--- src/design/wma_pkg.sv ---
// ----------------------------------------------------------------------------
// Windowed moving average package
// Shared field widths, register reset value and divider status type.
// ----------------------------------------------------------------------------
package wma_pkg;

    localparam int SAMPLE_W     = 12;
    localparam int AVG_W        = 13;
    localparam int OFFSET_W     = 8;
    localparam logic [OFFSET_W-1:0] OFFSET_RESET = 8'd100;

    typedef struct packed {
        logic done;
        logic rem_nonzero;
    } div_status_t;

endpackage

--- src/design/windowed_moving_average_unit.sv ---
// ----------------------------------------------------------------------------
// Windowed moving average unit
// Ring of recent samples with running sum; reports floor(sum/count) + offset.
// ----------------------------------------------------------------------------
// An accepted sample passes through update, divider start, divide and finish before
// the average is valid; the next sample is taken only after the unit returns to idle.
// The bit-serial divider yields one quotient bit per cycle; MAG_W = 12 + clog2(WINDOW_LEN).
// Reset clears sum, count, write pointer and output valid; offset returns to 100.
// Window memory contents are not reset; a slot's read data is used only after it is written.
module windowed_moving_average_unit #(
    parameter int WINDOW_LEN = 32
) (
    input  logic                                clk,
    input  logic                                rst_n,
    input  logic                                sample_valid,
    output logic                                sample_stall,
    input  logic signed [wma_pkg::SAMPLE_W-1:0] sample,
    output logic                                average_valid,
    input  logic                                average_stall,
    output logic signed [wma_pkg::AVG_W-1:0]    average_out,
    input  logic                                offset_write_en,
    input  logic [wma_pkg::OFFSET_W-1:0]        offset_write_data
);
    import wma_pkg::*;

    localparam int PTR_W   = $clog2(WINDOW_LEN);
    localparam int COUNT_W = $clog2(WINDOW_LEN + 1);
    localparam int SUM_W   = SAMPLE_W + $clog2(WINDOW_LEN) + 1;
    localparam int MAG_W   = SUM_W - 1;

    typedef enum logic [4:0] {
        S_IDLE   = 5'b00001,
        S_UPDATE = 5'b00010,
        S_START  = 5'b00100,
        S_DIVIDE = 5'b01000,
        S_FINISH = 5'b10000
    } state_t;

    state_t                     state_reg, state_next;
    logic signed [SUM_W-1:0]    sum_reg, sum_next;
    logic [COUNT_W-1:0]         count_reg, count_next;
    logic [PTR_W-1:0]           ptr_reg, ptr_next;
    logic [OFFSET_W-1:0]        offset_reg;
    logic signed [SAMPLE_W-1:0] sample_reg, sample_next;
    logic signed [SAMPLE_W-1:0] rd_data_reg;
    logic [AVG_W-1:0]           result_reg, result_next;
    logic                       average_valid_reg, average_valid_next;
    logic [AVG_W-1:0]           average_out_reg, average_out_next;
    logic                       mem_we;
    logic                       div_start;
    logic                       window_full;
    logic                       sum_neg;
    logic [SUM_W-1:0]           sum_abs;
    logic [MAG_W-1:0]           div_quotient;
    div_status_t                div_status;
    logic [AVG_W-1:0]           q_low;
    logic [AVG_W-1:0]           q_up;
    logic [AVG_W-1:0]           avg_floor;

    logic signed [SAMPLE_W-1:0] window_mem [WINDOW_LEN];

    assign window_full = (count_reg == COUNT_W'(WINDOW_LEN));
    assign sum_neg     = sum_reg[SUM_W-1];
    assign sum_abs     = sum_neg ? SUM_W'(-sum_reg) : SUM_W'(sum_reg);

    assign q_low     = div_quotient[AVG_W-1:0];
    assign q_up      = q_low + AVG_W'(div_status.rem_nonzero);
    assign avg_floor = sum_neg ? AVG_W'(-q_up) : q_low;

    wma_div #(
        .MAG_W (MAG_W),
        .DEN_W (COUNT_W)
    ) u_div (
        .clk      (clk),
        .rst_n    (rst_n),
        .start    (div_start),
        .dividend (sum_abs[MAG_W-1:0]),
        .divisor  (count_reg),
        .quotient (div_quotient),
        .status   (div_status)
    );

    always_comb
    begin
        state_next         = state_reg;
        sum_next           = sum_reg;
        count_next         = count_reg;
        ptr_next           = ptr_reg;
        sample_next        = sample_reg;
        result_next        = result_reg;
        average_valid_next = average_valid_reg;
        average_out_next   = average_out_reg;
        mem_we             = 1'b0;
        div_start          = 1'b0;

        if (average_valid_reg && !average_stall)
        begin
            average_valid_next = 1'b0;
        end

        case (state_reg)
            S_IDLE:
            begin
                if (sample_valid)
                begin
                    sample_next = sample;
                    state_next  = S_UPDATE;
                end
            end
            S_UPDATE:
            begin
                mem_we = 1'b1;
                if (window_full)
                begin
                    sum_next = sum_reg + SUM_W'(sample_reg) - SUM_W'(rd_data_reg);
                end
                else
                begin
                    sum_next   = sum_reg + SUM_W'(sample_reg);
                    count_next = count_reg + COUNT_W'(1);
                end
                ptr_next   = (ptr_reg == PTR_W'(WINDOW_LEN - 1)) ? '0 : ptr_reg + PTR_W'(1);
                state_next = S_START;
            end
            S_START:
            begin
                div_start  = 1'b1;
                state_next = S_DIVIDE;
            end
            S_DIVIDE:
            begin
                if (div_status.done)
                begin
                    result_next = avg_floor + AVG_W'(offset_reg);
                    state_next  = S_FINISH;
                end
            end
            S_FINISH:
            begin
                if (!average_valid_reg || !average_stall)
                begin
                    average_valid_next = 1'b1;
                    average_out_next   = result_reg;
                    state_next         = S_IDLE;
                end
            end
            default:
            begin
                state_next = S_IDLE;
            end
        endcase
    end

    always_ff @(posedge clk or negedge rst_n)
    begin
        if (!rst_n)
        begin
            state_reg         <= S_IDLE;
            sum_reg           <= '0;
            count_reg         <= '0;
            ptr_reg           <= '0;
            offset_reg        <= OFFSET_RESET;
            average_valid_reg <= 1'b0;
        end
        else
        begin
            state_reg         <= state_next;
            sum_reg           <= sum_next;
            count_reg         <= count_next;
            ptr_reg           <= ptr_next;
            average_valid_reg <= average_valid_next;
            if (offset_write_en)
            begin
                offset_reg <= offset_write_data;
            end
        end
    end

    always_ff @(posedge clk)
    begin
        sample_reg      <= sample_next;
        result_reg      <= result_next;
        average_out_reg <= average_out_next;
    end

    always_ff @(posedge clk)
    begin
        if (mem_we)
        begin
            window_mem[ptr_reg] <= sample_reg;
        end
        rd_data_reg <= window_mem[ptr_reg];
    end

    assign sample_stall  = (state_reg != S_IDLE);
    assign average_valid = average_valid_reg;
    assign average_out   = average_out_reg;

    assert property (@(posedge clk) disable iff (!rst_n)
        sample_valid && !sample_stall |=> state_reg == S_UPDATE)
        else $error("accepted item did not enter update");

    assert property (@(posedge clk) disable iff (!rst_n)
        div_start |-> count_reg != '0)
        else $error("divide started with zero count");

    assert property (@(posedge clk) disable iff (!rst_n)
        div_status.done |-> state_reg == S_DIVIDE)
        else $error("divider finished outside divide state");

    assert property (@(posedge clk) disable iff (!rst_n)
        count_reg <= COUNT_W'(WINDOW_LEN))
        else $error("sample count beyond window length");

endmodule

--- src/design/wma_div.sv ---
// ----------------------------------------------------------------------------
// Windowed moving average divider
// Restoring radix-2 unsigned divider, one quotient bit per cycle.
// ----------------------------------------------------------------------------
module wma_div #(
    parameter int MAG_W = 17,
    parameter int DEN_W = 6
) (
    input  logic                 clk,
    input  logic                 rst_n,
    input  logic                 start,
    input  logic [MAG_W-1:0]     dividend,
    input  logic [DEN_W-1:0]     divisor,
    output logic [MAG_W-1:0]     quotient,
    output wma_pkg::div_status_t status
);
    import wma_pkg::*;

    localparam int STEP_W = $clog2(MAG_W + 1);

    logic              busy_reg, busy_next;
    logic              done_reg, done_next;
    logic [STEP_W-1:0] step_reg, step_next;
    logic [MAG_W-1:0]  acc_reg, acc_next;
    logic [DEN_W-1:0]  rem_reg, rem_next;
    logic [DEN_W-1:0]  den_reg, den_next;
    logic [DEN_W:0]    trial;
    logic [DEN_W:0]    diff;
    logic              fits;

    assign trial = {rem_reg, acc_reg[MAG_W-1]};
    assign diff  = trial - {1'b0, den_reg};
    assign fits  = (trial >= {1'b0, den_reg});

    always_comb
    begin
        busy_next = busy_reg;
        done_next = 1'b0;
        step_next = step_reg;
        acc_next  = acc_reg;
        rem_next  = rem_reg;
        den_next  = den_reg;
        if (start)
        begin
            busy_next = 1'b1;
            step_next = STEP_W'(MAG_W);
            acc_next  = dividend;
            rem_next  = '0;
            den_next  = divisor;
        end
        else if (busy_reg)
        begin
            acc_next  = {acc_reg[MAG_W-2:0], fits};
            rem_next  = fits ? diff[DEN_W-1:0] : trial[DEN_W-1:0];
            step_next = step_reg - STEP_W'(1);
            if (step_reg == STEP_W'(1))
            begin
                busy_next = 1'b0;
                done_next = 1'b1;
            end
        end
    end

    always_ff @(posedge clk or negedge rst_n)
    begin
        if (!rst_n)
        begin
            busy_reg <= 1'b0;
            done_reg <= 1'b0;
            step_reg <= '0;
        end
        else
        begin
            busy_reg <= busy_next;
            done_reg <= done_next;
            step_reg <= step_next;
        end
    end

    always_ff @(posedge clk)
    begin
        acc_reg <= acc_next;
        rem_reg <= rem_next;
        den_reg <= den_next;
    end

    assign quotient           = acc_reg;
    assign status.done        = done_reg;
    assign status.rem_nonzero = |rem_reg;

    assert property (@(posedge clk) disable iff (!rst_n)
        start |=> busy_reg && !done_reg)
        else $error("divider not busy after start");

    assert property (@(posedge clk) disable iff (!rst_n)
        done_reg |-> !busy_reg && $past(busy_reg))
        else $error("divider done without a finished run");

    assert property (@(posedge clk) disable iff (!rst_n)
        busy_reg |-> step_reg != '0)
        else $error("divider busy with no steps left");

endmodule
--- config.mk ---
export PLATFORM = sky130hd
export DESIGN_NAME = windowed_moving_average_unit
export DESIGN_NICKNAME = d
export VERILOG_FILES = /design/src/design/wma_pkg.sv /design/src/design/windowed_moving_average_unit.sv /design/src/design/wma_div.sv
export SDC_FILE = /design/constraint.sdc
export NUM_CORES = 1
export LEC_CHECK = 0
export ABC_AREA = 1
export BUFFER_PORTS_ARGS = -buffer_cell sky130_fd_sc_hd__buf_2
export CAP_MARGIN = 20
export CORE_MARGIN = 4
export CORE_UTILIZATION = 40
export DETAILED_ROUTE_END_ITERATION = 10
export GPL_TIMING_DRIVEN = 0
export PLACE_DENSITY = 0.54
export SYNTH_ARGS = -nofsm -noshare
export SYNTH_HDL_FRONTEND = slang
export SYNTH_SLANG_ARGS = --single-unit
--- constraint.sdc ---
create_clock -name clk -period 3.03 [get_ports clk]
set_input_delay 0.303 -clock clk [delete_from_list [all_inputs] [get_ports clk]]
set_output_delay 0.303 -clock clk [all_outputs]
set_load 0.02 [all_outputs]
==> reports/results.ini <==
[status]
outcome=finished, violations left
violations=setup timing

[place]
numPortBuffers=38
gp_congestion=0.896
place_inst=3022
pre_cts_slack_ps=-1180
post-dp-hpwl_microns=48000

[floorplan]
dieArea_sq_um=62700
pin_count=40
core-area_sq_um=57900
rows=88
dieWidth_microns=250
die_h_microns=250
start_util_pct=40.6

[clock_network]
cts_sinks=513
htree_levels=2
clkLatencyLatePin_ps=630
clk_pin_slew_ps=60
clock_path_buffers=3
root_buffer=clkbuf_16
tritoncts=yes
cts_buffers=54

[timing]
rsz0062_at_grt=true
worstMarginPinSlew_ps=1020
fin_ws_ps=-138
relSlewSlack_pct=31.7
period_needed_ps=3170
fin_skew_ps=54.5
setup_viol=7
finalCritPeriodShare_pct=105
slew_viol_final=0
hold_viol_final=0
fmax_ghz=0.316

[synthesis]
synthAdderAreaFrac_pct=4.17
synthTopCellsByArea=edfxtp_1 (57%), nor2_1 (5.2%), nand2_1 (5.0%), o21ai_0 (4.9%), dfrtp_1 (4.9%)
netlist.area_leader.share_pct=56.8
yosysWarnings=0
yosysTopAreaCell=edfxtp_1
synth_top_family_by_area=simple AND/OR/NAND/NOR gates
synth-compound-area-share_pct=11.6
syn_area_sq_um=23500
ys_types=45
syn_avg_cell_area_sq_um=10.8
yosys.area_share.simple_pct=13.8
ys.flop_type=edfxtp_1
synth_most_common_cell=edfxtp_1
syn_nets=2281
muxShareOfSynthArea_pct=0.383
async_reset_ff_share_pct=9.75
ys_ff_latch=513
synth_xor_xnor_area_share_pct=1.79
synth_edf_count=445
synth_cells=2180
ys_seq_area_share_pct=63.7
netlist_top_cells_count=edfxtp_1 (445), nor2_1 (324), nand2_1 (316)

[detailed_routing]
ant_nets=0
drt-vias-per-instance=5.44
drcViolationCount=0
drt_first_pass_iters=5
via_count=17500
wire_per_inst_microns=21.8
wirelength_microns=69900
drtIter0Drc=1601

[layout]
area_growth_syn_to_layout_pct=22.2
fill_cells=5214
final_nets=2499
regArea_sq_um=15000
final_cell_count_no_fill=3208
multi_input_area_sq_um=8470
largest_reg_flops=384
drive_gt1_share_pct=19.2
final_core_util_pct=49.6
antenna_cells=0

[setup_path]
crit_type=reg -> reg
slowest_delay_ps=360
worstPathMaxFanout=6
required_ps=3530
setup.worst_path.end_class=register
arrival_ps=3670
cp-start-kind=register
path_cells=buf_6 -> ha_4 -> inv_2 -> fa_2 -> inv_2 -> nand3_2 -> nand2_4 -> a21oi_4 -> buf_6 -> o211ai_1 -> and2_4 -> ha_4 -> nand2_2 -> nand2_1 -> nand2_2 -> a21oi_2 -> nor2_2 -> nand3_2 -> nand3_2 -> nand2_1 -> nand3_1 -> nand2_1
slowest_stage=edfxtp_1

[global_routing]
grt_pass1_vias=17200
track_usage_pct=21.8
grt_start_max_net_pins=33
antenna_found_initial=1
grt_overflow_total=0
grt_pass1_wl_microns=105000

[pwr]
peakVddDrop_v=0.000648
powerDensity_nw_per_um2=1250
leakage_uw=0.0108

[min_path]
hold_class=in -> async

[run]
max_cap_viol_count=0

[metal layers]
metal	share of wire, %	track usage, %	vias to the layer above	routed length [microns]
met3	6.2	3.27	121	4350
met4	3.0	6.36	2	2120
met2	47	35.8	548	32800
met1	44	30.2	8638	30600
li1	-	-	8150	-
met5	0.019	0	-	13
[critical path, delay by kind of cell, from the launching register on]
| family | cells | cell delay (ps) |
|---|---|---|
| flip-flops | 1 | 360 |
| adder cells (fa/ha/maj) | 3 | 720 |
| AND/OR/NAND/NOR | 12 | 1210 |
| AO/OA/AOI/OAI | 3 | 350 |
| buffers and inverters | 4 | 380 |
[report_power, final]
part | internal [uW] | total, uW | switching (uW)
sequential | 9170 | 9770 | 599
combinational | 7250 | 19500 | 12200
clock | 3810 | 6610 | 2800
[path summary, 6_finish.rpt]
| kind | start | end | slack, ps | cells past startpoint |
|---|---|---|---|---|
| setup / recovery | sample_reg[0] | sum_reg[17] | -140 | 22 |
| hold / removal | rst_n | offset_reg[1] | 190 | 2 |
| setup reg to reg | sample_reg[0] | sum_reg[17] | -140 | 22 |
| hold reg to reg | result_reg[12] | average_out[12] | 420 | 0 |
| max in group asynchronous | rst_n | state_reg[0] | 2190 | 3 |
| min in group clk | offset_write_en | offset_reg[7] | 250 | 2 |
[kinds of logic (layout without fill, tap and decap cells)]
family                   after synthesis  count (layout)
flip-flops                           513             513
buffers and inverters                267             530
XOR/XNOR                              48              48
adder cells (fa/ha/maj)               76              76
AO/OA/AOI/OAI                        483             483
multiplexers                           8               8
AND/OR/NAND/NOR                      785             785
[cell type report]
class	instances	area share, %
plain buffers	82	1.31
clock buffers	66	4.86
clock inverters	35	1.29
inverters	183	2.42
multi-input cells	1400	29.5
flip-flops and latches	513	52.1
well taps	765	3.33
repair buffers	164	5.19
[through the flow]
step / hold slack, ps / cell area [sq um] / TNS (ps) / total power (uW)
CTS: 163 / 28300 / -652 / 34300
floorplan: 7.41 / 23600 / -307 / 20500
finish: 189 / 28700 / -517 / 35900
detailed placement: 307 / 25300 / -75740 / 25500
global placement: 401 / 24800 / -190320 / 25100
global route: 191 / 28700 / -2660 / 38400
[layout by cell type (no fill, tap or decap), drive strengths merged]
| cell type | synthesis | layout |
|---|---|---|
| edfxtp | 445 | 445 |
| nor2 | 328 | 328 |
| nand2 | 316 | 316 |
| o21ai | 258 | 258 |
| inv | 183 | 183 |
| buf | 29 | 170 |
| clkbuf | 55 | 119 |
| o22ai | 101 | 101 |
| ha | 72 | 72 |
| nand3 | 71 | 71 |
| a21oi | 64 | 64 |
| dfrtp | 46 | 46 |
| xor2 | 36 | 36 |
| nand4 | 29 | 29 |
| clkinv | 0 | 27 |
| a22o | 25 | 25 |
| dlygate4sd3 | 0 | 23 |
| dfxtp | 18 | 18 |
| xnor2 | 12 | 12 |
| nor3 | 12 | 12 |
| nand3b | 10 | 10 |
| o21bai | 10 | 10 |
| o211ai | 9 | 9 |
| mux2 | 8 | 8 |
| or2 | 7 | 7 |
| bufinv | 0 | 6 |
| and2 | 6 | 6 |
| a31oi | 5 | 5 |
| or3 | 4 | 4 |
| o221ai | 4 | 4 |
| dfstp | 4 | 4 |
| fa | 4 | 4 |
| a21o | 3 | 3 |
| a221oi | 3 | 3 |
| clkinvlp | 0 | 2 |
| nor4 | 2 | 2 |
| o21a | 1 | 1 |
[what timing repair did]
action,in CTS,in global routing
pin swaps,44,55
hold endpoints to repair,40,0
hold buffers,23,0
resized for setup,128,98
buffers inserted,50,12
endpoints found under the setup margin,247,168
Note: power is estimated with default switching activity, not from simulation.
